===== src/hw/rtl/lsbm_pkg.sv =====
`default_nettype none
package lsbm_pkg;

    // field widths
    localparam int SAMPLE_W = 10;
    localparam int AVG_W    = 10;
    localparam int BRIGHT_W = 8;
    localparam int OFFSET_W = 8;
    localparam int GAIN_W   = 4;
    localparam int GSQ_W    = 2 * GAIN_W;

    // radicand is gain squared times average, root is half as wide
    localparam int RAD_W  = GSQ_W + AVG_W;
    localparam int ROOT_W = (RAD_W + 1) / 2;

    // configuration port
    localparam int CFG_IDX_W  = 2;
    localparam int CFG_DATA_W = 8;

    localparam logic [CFG_IDX_W-1:0] REG_OFFSET = CFG_IDX_W'(0);
    localparam logic [CFG_IDX_W-1:0] REG_GAIN   = CFG_IDX_W'(1);

    localparam logic [OFFSET_W-1:0] OFFSET_RST = OFFSET_W'(4);
    localparam logic [GAIN_W-1:0]   GAIN_RST   = GAIN_W'(7);
    localparam logic [BRIGHT_W-1:0] BRIGHT_MAX = BRIGHT_W'(255);

    // default build settings
    localparam int WINDOW_DEF      = 6;
    localparam int QUEUE_DEPTH_DEF = 2;

    // one queue beat in either direction
    typedef struct packed {
        logic             valid;
        logic [AVG_W-1:0] avg;
    } t_q_beat;

    typedef enum logic [1:0] {
        FS_IDLE,
        FS_DIV,
        FS_PUSH
    } t_front_state;

    typedef enum logic [1:0] {
        BS_IDLE,
        BS_MUL,
        BS_ROOT,
        BS_DONE
    } t_back_state;

endpackage
`default_nettype wire


===== src/hw/rtl/lsbm_front.sv =====
`default_nettype none
module lsbm_front #(
    parameter int WINDOW = lsbm_pkg::WINDOW_DEF
) (
    input  wire logic                          i_clk,
    input  wire logic                          i_rst_n,
    input  wire logic                          i_valid,
    output logic                               o_ready,
    input  wire logic [lsbm_pkg::SAMPLE_W-1:0] i_light_sample,
    input  wire logic                          i_q_full,
    output lsbm_pkg::t_q_beat                  o_push
);

    localparam int SUM_W  = $clog2(WINDOW * ((1 << lsbm_pkg::SAMPLE_W) - 1) + 1);
    localparam int POS_W  = (WINDOW > 1) ? $clog2(WINDOW) : 1;
    // reciprocal rounded up, exact floor quotient for every sum
    localparam int RCP_SH = SUM_W + $clog2(WINDOW);
    localparam int RCP    = ((1 << RCP_SH) + WINDOW - 1) / WINDOW;
    localparam int RCP_W  = $clog2(RCP + 1);
    localparam int PROD_W = SUM_W + RCP_W;

    lsbm_pkg::t_front_state r_state, n_state;

    logic [lsbm_pkg::SAMPLE_W-1:0] r_ring [WINDOW];
    logic [POS_W-1:0]              r_pos, n_pos;
    logic [SUM_W-1:0]              r_sum, n_sum;
    logic [PROD_W-1:0]             r_prod, n_prod;
    logic                          accept;

    assign accept = i_valid && o_ready;

    // next state
    always_comb begin
        n_state = r_state;
        case (r_state)
            lsbm_pkg::FS_IDLE: begin
                if (i_valid) begin
                    n_state = lsbm_pkg::FS_DIV;
                end
            end
            lsbm_pkg::FS_DIV: begin
                n_state = lsbm_pkg::FS_PUSH;
            end
            lsbm_pkg::FS_PUSH: begin
                if (!i_q_full) begin
                    n_state = lsbm_pkg::FS_IDLE;
                end
            end
            default: begin
                n_state = lsbm_pkg::FS_IDLE;
            end
        endcase
    end

    // outputs
    always_comb begin
        o_ready      = 1'b0;
        o_push.valid = 1'b0;
        o_push.avg   = r_prod[RCP_SH +: lsbm_pkg::AVG_W];
        case (r_state)
            lsbm_pkg::FS_IDLE: begin
                o_ready = 1'b1;
            end
            lsbm_pkg::FS_PUSH: begin
                o_push.valid = !i_q_full;
            end
            default: begin
                o_ready = 1'b0;
            end
        endcase
    end

    // ring position, running sum and quotient product
    always_comb begin
        n_pos  = r_pos;
        n_sum  = r_sum;
        n_prod = r_prod;
        if (accept) begin
            n_sum = r_sum - SUM_W'(r_ring[r_pos]) + SUM_W'(i_light_sample);
            if (r_pos == POS_W'(WINDOW - 1)) begin
                n_pos = '0;
            end else begin
                n_pos = r_pos + POS_W'(1);
            end
        end
        if (r_state == lsbm_pkg::FS_DIV) begin
            n_prod = PROD_W'(r_sum) * PROD_W'(RCP);
        end
    end

    always_ff @(posedge i_clk) begin
        if (!i_rst_n) begin
            r_state <= lsbm_pkg::FS_IDLE;
            r_pos   <= '0;
            r_sum   <= '0;
            for (int i = 0; i < WINDOW; i++) begin
                r_ring[i] <= '0;
            end
        end else begin
            r_state <= n_state;
            r_pos   <= n_pos;
            r_sum   <= n_sum;
            if (accept) begin
                r_ring[r_pos] <= i_light_sample;
            end
        end
    end

    always_ff @(posedge i_clk) begin
        r_prod <= n_prod;
    end

endmodule
`default_nettype wire


===== src/hw/rtl/lsbm_queue.sv =====
`default_nettype none
module lsbm_queue #(
    parameter int DEPTH = lsbm_pkg::QUEUE_DEPTH_DEF
) (
    input  wire logic              i_clk,
    input  wire logic              i_rst_n,
    input  wire lsbm_pkg::t_q_beat i_push,
    output logic                   o_full,
    output lsbm_pkg::t_q_beat      o_head,
    input  wire logic              i_pop
);

    localparam int PTR_W = (DEPTH > 1) ? $clog2(DEPTH) : 1;
    localparam int CNT_W = $clog2(DEPTH + 1);

    logic [lsbm_pkg::AVG_W-1:0] r_mem [DEPTH];
    logic [PTR_W-1:0]           r_wr, n_wr;
    logic [PTR_W-1:0]           r_rd, n_rd;
    logic [CNT_W-1:0]           r_cnt, n_cnt;

    assign o_full       = (r_cnt == CNT_W'(DEPTH));
    assign o_head.valid = (r_cnt != '0);
    assign o_head.avg   = r_mem[r_rd];

    // pointer and fill count update
    always_comb begin
        n_wr  = r_wr;
        n_rd  = r_rd;
        n_cnt = r_cnt;
        if (i_push.valid) begin
            n_wr = (r_wr == PTR_W'(DEPTH - 1)) ? '0 : r_wr + PTR_W'(1);
        end
        if (i_pop) begin
            n_rd = (r_rd == PTR_W'(DEPTH - 1)) ? '0 : r_rd + PTR_W'(1);
        end
        if (i_push.valid && !i_pop) begin
            n_cnt = r_cnt + CNT_W'(1);
        end else if (i_pop && !i_push.valid) begin
            n_cnt = r_cnt - CNT_W'(1);
        end
    end

    always_ff @(posedge i_clk) begin
        if (!i_rst_n) begin
            r_wr  <= '0;
            r_rd  <= '0;
            r_cnt <= '0;
        end else begin
            r_wr  <= n_wr;
            r_rd  <= n_rd;
            r_cnt <= n_cnt;
        end
    end

    always_ff @(posedge i_clk) begin
        if (i_push.valid) begin
            r_mem[r_wr] <= i_push.avg;
        end
    end

    // no write into a full queue
    a_no_overflow: assert property (@(posedge i_clk) disable iff (!i_rst_n)
        i_push.valid |-> (r_cnt != CNT_W'(DEPTH)))
        else $error("queue written while full");

    // no read from an empty queue
    a_no_underflow: assert property (@(posedge i_clk) disable iff (!i_rst_n)
        i_pop |-> (r_cnt != '0))
        else $error("queue read while empty");

    // a lone write adds one entry
    a_count_up: assert property (@(posedge i_clk) disable iff (!i_rst_n)
        (i_push.valid && !i_pop) |=> (r_cnt == $past(r_cnt) + CNT_W'(1)))
        else $error("queue count did not follow a write");

endmodule
`default_nettype wire


===== src/hw/rtl/lsbm_back.sv =====
`default_nettype none
module lsbm_back (
    input  wire logic                          i_clk,
    input  wire logic                          i_rst_n,
    input  wire lsbm_pkg::t_q_beat             i_head,
    output logic                               o_pop,
    input  wire logic [lsbm_pkg::OFFSET_W-1:0] i_offset,
    input  wire logic [lsbm_pkg::GAIN_W-1:0]   i_gain,
    output logic                               o_valid,
    input  wire logic                          i_ready,
    output logic [lsbm_pkg::BRIGHT_W-1:0]      o_brightness
);

    localparam int RAD_W  = lsbm_pkg::RAD_W;
    localparam int ROOT_W = lsbm_pkg::ROOT_W;
    localparam int GSQ_W  = lsbm_pkg::GSQ_W;
    localparam int SAT_W  = ROOT_W + 1;

    lsbm_pkg::t_back_state r_state, n_state;

    logic [lsbm_pkg::AVG_W-1:0] r_avg, n_avg;
    logic [GSQ_W-1:0]           r_gsq, n_gsq;
    logic [RAD_W-1:0]           r_rem, n_rem;
    logic [RAD_W-1:0]           r_root, n_root;
    logic [RAD_W-1:0]           r_bit, n_bit;
    logic                       r_out_valid, n_out_valid;
    logic [lsbm_pkg::BRIGHT_W-1:0] r_brightness, n_brightness;

    logic                       out_free;
    logic                       load_out;
    logic [RAD_W:0]             trial;
    logic [SAT_W-1:0]           bright_sum;

    assign out_free = !r_out_valid || i_ready;
    assign trial    = {1'b0, r_root} + {1'b0, r_bit};
    assign bright_sum = SAT_W'(i_offset) + SAT_W'(r_root[ROOT_W-1:0]);

    // next state
    always_comb begin
        n_state = r_state;
        case (r_state)
            lsbm_pkg::BS_IDLE: begin
                if (i_head.valid) begin
                    n_state = lsbm_pkg::BS_MUL;
                end
            end
            lsbm_pkg::BS_MUL: begin
                n_state = lsbm_pkg::BS_ROOT;
            end
            lsbm_pkg::BS_ROOT: begin
                if (r_bit[0]) begin
                    n_state = lsbm_pkg::BS_DONE;
                end
            end
            lsbm_pkg::BS_DONE: begin
                if (out_free) begin
                    n_state = lsbm_pkg::BS_IDLE;
                end
            end
            default: begin
                n_state = lsbm_pkg::BS_IDLE;
            end
        endcase
    end

    // outputs
    always_comb begin
        o_pop    = 1'b0;
        load_out = 1'b0;
        case (r_state)
            lsbm_pkg::BS_IDLE: begin
                o_pop = i_head.valid;
            end
            lsbm_pkg::BS_DONE: begin
                load_out = out_free;
            end
            default: begin
                o_pop = 1'b0;
            end
        endcase
    end

    // operand capture, product and one root digit a cycle
    always_comb begin
        n_avg  = r_avg;
        n_gsq  = r_gsq;
        n_rem  = r_rem;
        n_root = r_root;
        n_bit  = r_bit;
        case (r_state)
            lsbm_pkg::BS_IDLE: begin
                n_avg = i_head.avg;
                n_gsq = GSQ_W'(i_gain) * GSQ_W'(i_gain);
            end
            lsbm_pkg::BS_MUL: begin
                n_rem  = RAD_W'(r_gsq) * RAD_W'(r_avg);
                n_root = '0;
                n_bit  = RAD_W'(1) << (RAD_W - 2);
            end
            lsbm_pkg::BS_ROOT: begin
                if ({1'b0, r_rem} >= trial) begin
                    n_rem  = r_rem - trial[RAD_W-1:0];
                    n_root = (r_root >> 1) + r_bit;
                end else begin
                    n_root = r_root >> 1;
                end
                n_bit = r_bit >> 2;
            end
            default: begin
                n_bit = r_bit;
            end
        endcase
    end

    // output register, saturated offset plus root
    always_comb begin
        n_out_valid  = r_out_valid;
        n_brightness = r_brightness;
        if (r_out_valid && i_ready) begin
            n_out_valid = 1'b0;
        end
        if (load_out) begin
            n_out_valid = 1'b1;
            if (bright_sum > SAT_W'(lsbm_pkg::BRIGHT_MAX)) begin
                n_brightness = lsbm_pkg::BRIGHT_MAX;
            end else begin
                n_brightness = bright_sum[lsbm_pkg::BRIGHT_W-1:0];
            end
        end
    end

    always_ff @(posedge i_clk) begin
        if (!i_rst_n) begin
            r_state     <= lsbm_pkg::BS_IDLE;
            r_out_valid <= 1'b0;
        end else begin
            r_state     <= n_state;
            r_out_valid <= n_out_valid;
        end
    end

    always_ff @(posedge i_clk) begin
        r_avg        <= n_avg;
        r_gsq        <= n_gsq;
        r_rem        <= n_rem;
        r_root       <= n_root;
        r_bit        <= n_bit;
        r_brightness <= n_brightness;
    end

    assign o_valid      = r_out_valid;
    assign o_brightness = r_brightness;

    // a new beat only comes from the finishing state
    a_out_from_done: assert property (@(posedge i_clk) disable iff (!i_rst_n)
        load_out |=> (r_out_valid && $past(r_state == lsbm_pkg::BS_DONE)))
        else $error("output loaded outside the finishing state");

endmodule
`default_nettype wire


===== src/hw/rtl/light_sensor_brightness_mapper.sv =====
// light sensor brightness mapper
// input channel i_valid / o_ready carries one 10-bit sample a beat; the block
// keeps a moving window of the last WINDOW samples and their sum, takes the
// floor average and returns offset + isqrt(gain^2 * average), saturated at 255,
// one brightness beat on o_valid / i_ready for every sample.
// configuration: i_cfg_valid / o_cfg_ready with i_cfg_index (0 offset, 1 gain)
// and i_cfg_data; o_cfg_ready is always high, other indexes are dropped.
// the front takes a sample in its idle state, updates the ring and sum, then
// passes through the reciprocal multiply state and a push state that holds
// while the queue is full; o_ready is low until it is back in idle.
// the back pops an average, multiplies in its product state and runs a
// radix-4 root, one root bit per step, then loads the output register; it
// pops no new average before that, and the root loop sets the rate.
// when the receiver stalls the result waits in the output register while the
// back finishes the next item and the queue fills; then the front holds in
// its push state and o_ready stays low.
// reset (synchronous, active low) clears the ring, sum, position and queue
// and loads offset 4, gain 7.
`default_nettype none
module light_sensor_brightness_mapper #(
    parameter int WINDOW      = lsbm_pkg::WINDOW_DEF,
    parameter int QUEUE_DEPTH = lsbm_pkg::QUEUE_DEPTH_DEF
) (
    input  wire logic                            i_clk,
    input  wire logic                            i_rst_n,
    input  wire logic                            i_valid,
    output logic                                 o_ready,
    input  wire logic [lsbm_pkg::SAMPLE_W-1:0]   i_light_sample,
    output logic                                 o_valid,
    input  wire logic                            i_ready,
    output logic [lsbm_pkg::BRIGHT_W-1:0]        o_brightness,
    input  wire logic                            i_cfg_valid,
    output logic                                 o_cfg_ready,
    input  wire logic [lsbm_pkg::CFG_IDX_W-1:0]  i_cfg_index,
    input  wire logic [lsbm_pkg::CFG_DATA_W-1:0] i_cfg_data
);

    logic [lsbm_pkg::OFFSET_W-1:0] r_offset;
    logic [lsbm_pkg::GAIN_W-1:0]   r_gain;

    lsbm_pkg::t_q_beat push;
    lsbm_pkg::t_q_beat head;
    logic              q_full;
    logic              pop;

    assign o_cfg_ready = 1'b1;

    // configuration registers
    always_ff @(posedge i_clk) begin
        if (!i_rst_n) begin
            r_offset <= lsbm_pkg::OFFSET_RST;
            r_gain   <= lsbm_pkg::GAIN_RST;
        end else if (i_cfg_valid) begin
            case (i_cfg_index)
                lsbm_pkg::REG_OFFSET: begin
                    r_offset <= i_cfg_data[lsbm_pkg::OFFSET_W-1:0];
                end
                lsbm_pkg::REG_GAIN: begin
                    r_gain <= i_cfg_data[lsbm_pkg::GAIN_W-1:0];
                end
                default: begin
                    r_offset <= r_offset;
                end
            endcase
        end
    end

    lsbm_front #(
        .WINDOW (WINDOW)
    ) u_front (
        .i_clk          (i_clk),
        .i_rst_n        (i_rst_n),
        .i_valid        (i_valid),
        .o_ready        (o_ready),
        .i_light_sample (i_light_sample),
        .i_q_full       (q_full),
        .o_push         (push)
    );

    lsbm_queue #(
        .DEPTH (QUEUE_DEPTH)
    ) u_queue (
        .i_clk   (i_clk),
        .i_rst_n (i_rst_n),
        .i_push  (push),
        .o_full  (q_full),
        .o_head  (head),
        .i_pop   (pop)
    );

    lsbm_back u_back (
        .i_clk        (i_clk),
        .i_rst_n      (i_rst_n),
        .i_head       (head),
        .o_pop        (pop),
        .i_offset     (r_offset),
        .i_gain       (r_gain),
        .o_valid      (o_valid),
        .i_ready      (i_ready),
        .o_brightness (o_brightness)
    );

endmodule
`default_nettype wire

===== config.mk =====
export PLATFORM = sky130hd
export DESIGN_NAME = light_sensor_brightness_mapper
export DESIGN_NICKNAME = d
export VERILOG_FILES = /design/src/hw/rtl/lsbm_pkg.sv /design/src/hw/rtl/lsbm_front.sv /design/src/hw/rtl/lsbm_queue.sv /design/src/hw/rtl/lsbm_back.sv /design/src/hw/rtl/light_sensor_brightness_mapper.sv
export SDC_FILE = /design/constraint.sdc
export NUM_CORES = 1
export LEC_CHECK = 0
export ABC_AREA = 0
export ABC_CLOCK_PERIOD_IN_PS = 4500
export BUFFER_PORTS_ARGS = -buffer_cell sky130_fd_sc_hd__buf_2
export CAP_MARGIN = 5
export CORE_UTILIZATION = 58
export CTS_CLUSTER_SIZE = 24
export DETAILED_ROUTE_END_ITERATION = 6
export PLACE_DENSITY_LB_ADDON = 0.05
export SLEW_MARGIN = 25
export SYNTH_ARGS = -nofsm -noshare
export SYNTH_HDL_FRONTEND = slang
export SYNTH_SLANG_ARGS = --single-unit

===== constraint.sdc =====
create_clock -name i_clk -period 4.5 [get_ports i_clk]
set_clock_uncertainty 0.15 [all_clocks]
set_input_delay 0 -clock i_clk [delete_from_list [all_inputs] [get_ports i_clk]]
set_output_delay 0 -clock i_clk [all_outputs]
set_load 0.02 [all_outputs]

; ---- After elaboration in Yosys (flattened, before gate mapping)
; Memories as Yosys holds them, arrays and structs flattened. A register that Yosys moved wholly into a read port is not among the register bits.
; Index checks and enable logic that the tools add are counted.
; Widths: inputs -> output; s select.
[totals]
n_memories = 2
ramBits = 80
register_bits = 133
output_inout_bits = 11
inputBits = 25
wordCells = 104
[mem_list]
columns = memory, depth, width, read_ports, rd_ports_with_merged_regs, write_ports, line
row1 = u_front.r_ring, 6, 10, 1, 1, 6, lsbm_front.sv:24  ; logic [lsbm_pkg::SAMPLE_W-1:0] r_ring [WINDOW];
row2 = u_queue.r_mem, 2, 10, 1, 1, 1, lsbm_queue.sv:16  ; logic [lsbm_pkg::AVG_W-1:0] r_mem [DEPTH];
[op_classes]
multipliers = 3
n_mux = 34
n_addsub = 11
order_cmp = 2
eq_ne = 14
reduce_logical = 22
[op_table]
columns = operator, n
row1 = $pmux 18 s2, 3
row2 = $mux 18, 2
row3 = $mul 13x14->26 const B, 1
row4 = $add 18x18->19, 1
row5 = $ge 18x19->1, 1
row6 = $add 17x18->18, 1
row7 = $mul 8x10->18, 1
row8 = $sub 18x18->18, 1
row9 = $mux 1, 15
row10 = $mux 2, 7
row11 = $add 13x10->13, 1
row12 = $sub 13x10->13, 1
row13 = $mux 3, 4
row14 = $add 8x9->10, 1
row15 = $gt 10x8->1 const B, 1
row16 = $mux 10, 1
row17 = $reduce_or 10->1, 1
row18 = $eq 2x2->1 const B, 4
row19 = $mul 4x4->8, 1
row20 = $ne 2x1->1 const B, 4
row21 = $pmux 2 s4, 1
row22 = $reduce_and 2->1, 4
row23 = $reduce_bool 2->1, 4
row24 = $eq 2x1->1 const B, 3
row25 = other kinds (12), 22

; ---- Depth between registers and ports, before layout
[depth]
depth_word = 8
ltp_mapped = 20
depth_no_buf = 20

; ---- Hierarchy
; Synthesis repeated with hierarchy kept, for this count alone.
[hier_totals]
hier_cells = 1577
hier_area_um2 = 16842.4
[modules_own_cells]
columns = module, cells_per_inst, seq_area_each_um2, area_each_um2, instances
row1 = lsbm_front, 708, 3123.0, 7942.6, 1
row2 = lsbm_back, 762, 2162.1, 7433.4, 1
row3 = lsbm_queue, 53, 700.7, 939.7, 1
row4 = light_sensor_brightness_mapper, 54, 240.2, 526.8, 1

; ---- Worst setup path after synthesis
; OpenSTA, ideal clock, no wires.
[synth_path]
path_kind = reg-to-reg
startpoint = reg u_back.r_gsq[7]
endpoint = reg u_back.r_rem[14], data pin
setup_ns = 0.268
path_buffers = 0
arrival_ns = 4.460
slack_ns = -0.378
synth_period_minus_slack_ns = 4.878
path_stages_with_launch = 16
t_required_ns = 4.082
cell_sequence = edfxtp_1 > and2_1 > fa_1 > fa_1 > fa_1 > inv_1 > fa_1 > inv_1 > ha_1 > or3_1 > o21a_1 > nand3b_1 > or3b_2 > a21oi_1 > xor2_1 > o22ai_1
[synth_via]
elab_chain_len = 2
[synth_rtl]
columns = item, line
row1 = start: declaration, lsbm_back.sv:22  ; logic [GSQ_W-1:0] r_gsq, n_gsq;
row2 = start signal: assignment, lsbm_back.sv:144  ; r_gsq <= n_gsq;
row3 = $mul 8x10->18, lsbm_back.sv:96  ; n_rem = RAD_W'(r_gsq) * RAD_W'(r_avg);
row4 = $pmux 18 s2, lsbm_back.sv:90  ; case (r_state)
row5 = net u_back.n_rem[14], lsbm_back.sv:23  ; logic [RAD_W-1:0] r_rem, n_rem;
row6 = end signal: assignment, lsbm_back.sv:145  ; r_rem <= n_rem;
row7 = end: declaration, lsbm_back.sv:23
; The timed path passes the listed nets, and every way through them passes these cells.
; A chain may end at the register's enable or synchronous reset.

; ---- Worst setup path after layout
; Ends and elaborated chain as after synthesis.

==> impl_metrics.toml <==
[clock_tree]
clock_latency_ns = 0.55
clock-sinks = 220
root_buffer = "clkbuf_16"
clk_pin_slew_ns = 0.06
cts_max_level = 1
tritoncts.num_buffers = 26
cts_tree = "built"
clock_tree.buffer_depth = 3

[floorplanning]
placeableCoreArea_um2 = 27800
die_w_um = 170
std_cell_rows = 61
initial_core_util_pct = 58.8
dieArea_um2 = 28900
fp.dieH_um = 170
io_pins = 36

[sta]
setup_viol = 11
slew_headroom_pct = 33.9
max_clock_freq_mhz = 212
drv_slew = 0
tightest_slew_ns = 0.987
finalHoldViolations = 0
grt_setup_unrepaired = "yes"
worst_slack_ns = -0.223
min_period_over_period_pct = 105
period_needed_ns = 4.72

[logic_synthesis]
synth_top_area_share_pct = 33.1
async_flop_share_pct = 0
synth_seq_cells = 220
synth_top_area_cell = "edfxtp_1"
synth_fp_nets = 1811
synth-edff-count = 180
synth_cell_type_count = 64
ys_warn_count = 0
syn_area_um2 = 16300
synthFlopType = "edfxtp_1"
avgSynthCellArea_um2 = 10.8
synth_area_leaders = "edfxtp_1 33%, ha_1 14%, fa_1 12%"
synth_cells = 1510
ys_seq_area_share_pct = 38.0

[grt]
grt_use_total_pct = 25.1
globalRoute.totalOverflow = 0
grt_pass1_wl_mm = 57.2
grt_pass1_vias = 11700
grt_max_degree = 41
antenna_found_initial = 0

[detailed_routing]
finalWirelength_mm = 35.2
drt-met1-wl_mm = 14.8
via_per_inst = 5.36
first_pass_iters = 5
drt_iter0_markers = 578
route.met2.wl_mm = 18.6
top_layer_used = "met4"
route.detailed.drc = 0
ant_nets = 0
met3_wirelength_mm = 1.14
wl_per_cell_um = 16.6
vias = 11300

[critical_path]
worstSetupEndpointType = "flip-flop"
crit_path_frequent_cell = "fa_1"
path_cells = "and2_4 -> fa_1 -> fa_1 -> fa_1 -> inv_1 -> fa_1 -> inv_2 -> ha_4 -> or3_4 -> o21a_1 -> nand3b_1 -> or3b_4 -> a21oi_2 -> xor2_1 -> o22ai_1"
crit_slowest_cell = "fa_1"
start_kind = "flip-flop"
critPathRequiredTime_ns = 4.60
max_stage_delay_ns = 0.57
worst-path-max-fanout = 4
worstPathArrival_ns = 4.82
setup.worst_path.class = "reg2reg"
crit_start = "u_back.r_gsq[7]"
regToRegStartpoint = "u_back.r_gsq[7]"

[layout]
nets = 2017
drive_above_1_share_pct = 21.9
antenna_cells = 0
post-route-cell-area_um2 = 19800
final_cell_mix = "201 x inv_1, 180 x edfxtp_1, 157 x ha_1"
syn_to_final_growth_pct = 21.0
final_common_cell = "inv_1"

[placement]
port_buffers = 34
placed_cell_area_um2 = 17900
dp_hpwl_mm = 26.3
place.gp.congestion = 0.867

[min_path]
min-delay-start = "i_cfg_data[0]"
min-delay-path-class = "in2reg"

[run_status]
violations = "setup timing"
status = "finished, violations left"

[run]
maxCapViolCount = 0
-- what timing repair did --
| action | CTS | global route |
|---|---|---|
| endpoints found under the hold margin | 113 | 0 |
| hold buffers | 40 | 0 |
| endpoints found under the setup margin | 22 | 55 |
| resized for setup | 63 | 47 |
| pin swaps | 73 | 50 |
| setup buffers | 10 | 8 |
-- flip-flops by register name, indices dropped and copies added, names as in the netlist, named ones only --
register / cells
r_offset: 8
u_queue.r_wr: 1
u_queue.r_rd: 1
u_back.r_root: 18
u_queue.r_cnt: 2
u_back.r_avg: 10
u_back.r_gsq: 7
u_back.r_bit: 9
u_back.r_rem: 18
u_back.o_brightness: 8
u_back.r_state: 2
r_gain: 4
u_front.r_sum: 13
u_front.r_ring: 80
u_back.o_valid: 1
u_front.r_state: 2
u_front.r_pos: 3
u_front.r_prod: 10
u_queue.r_mem: 20
-- cell usage after synthesis, drive strengths merged, types with 20 or more instances --
cell type / n
inv: 219
ha: 181
edfxtp: 180
nor2: 102
nand2: 97
fa: 95
and2: 79
a21oi: 53
o21ai: 52
xnor2: 52
dfxtp: 40
xor2: 34
nor2b: 30
clkbuf: 25
mux2: 25
mux4: 20
-- critical path, delay by kind of cell (launching register included) --
family          cells  cell delay, ns
fa+ha+maj           5            2.19
simple gates        4            1.04
flops               1            0.46
compound gates      3            0.36
xor+xnor            1            0.15
buf+inv             2            0.10
-- logic make-up after synthesis --
| kind of cell | Yosys count | synth area share [%] |
|---|---|---|
| XOR/XNOR | 86 | 4.61 |
| multiplexers | 59 | 5.34 |
| buffers and inverters | 253 | 5.88 |
| AND/OR/NAND/NOR | 396 | 12.0 |
| adder cells (fa/ha/maj) | 276 | 25.5 |
| AO/OA/AOI/OAI | 218 | 8.65 |
| flip-flops | 220 | 38.0 |
| other | 2 | 0.0459 |
-- worst paths after layout --
check,endpoint,slack [ns],cells past startpoint
worst max-delay path,u_back.r_rem[14],-0.22,15
worst min-delay path,r_offset[0],0.15,4
worst max register to register,u_back.r_rem[14],-0.22,15
worst min register to register,u_queue.r_mem[0][2],0.28,0
-- layer usage --
metal / track usage [%] / vias to the layer above
met4: 6.31 / 0
met3: 2.74 / 48
met2: 46.6 / 159
met1: 31.1 / 5526
met5: 0 / -
li1: - / 5605
-- layout make-up --
class,count,area (um^2)
fill,2054,8010
timing repair buffer,211,1650
clock inverter,16,145
clock buffer,32,704
multi-input combinational,1037,9740
inverter,220,826
tap,378,473
sequential,220,6230
-- stage by stage --
stage / worst slack (ns) / TNS (ns) / util (%) / hold WS [ns] / std cells
global placement: -0.314 / -3.00 / 64.6 / 0.113 / 2011
CTS: -0.270 / -1.23 / 70.3 / 0.142 / 2108
global route: -0.362 / -5.96 / 71.2 / 0.166 / 2114
detailed placement: -0.366 / -3.37 / 64.6 / 0.118 / 2011
floorplan: -0.101 / -0.144 / - / -0.0249 / 1510
finish: -0.223 / -0.938 / 71.2 / 0.153 / 2114
Power is not shown: default switching activity piles up to over one toggle a cycle in this logic, so the estimate is an artifact.
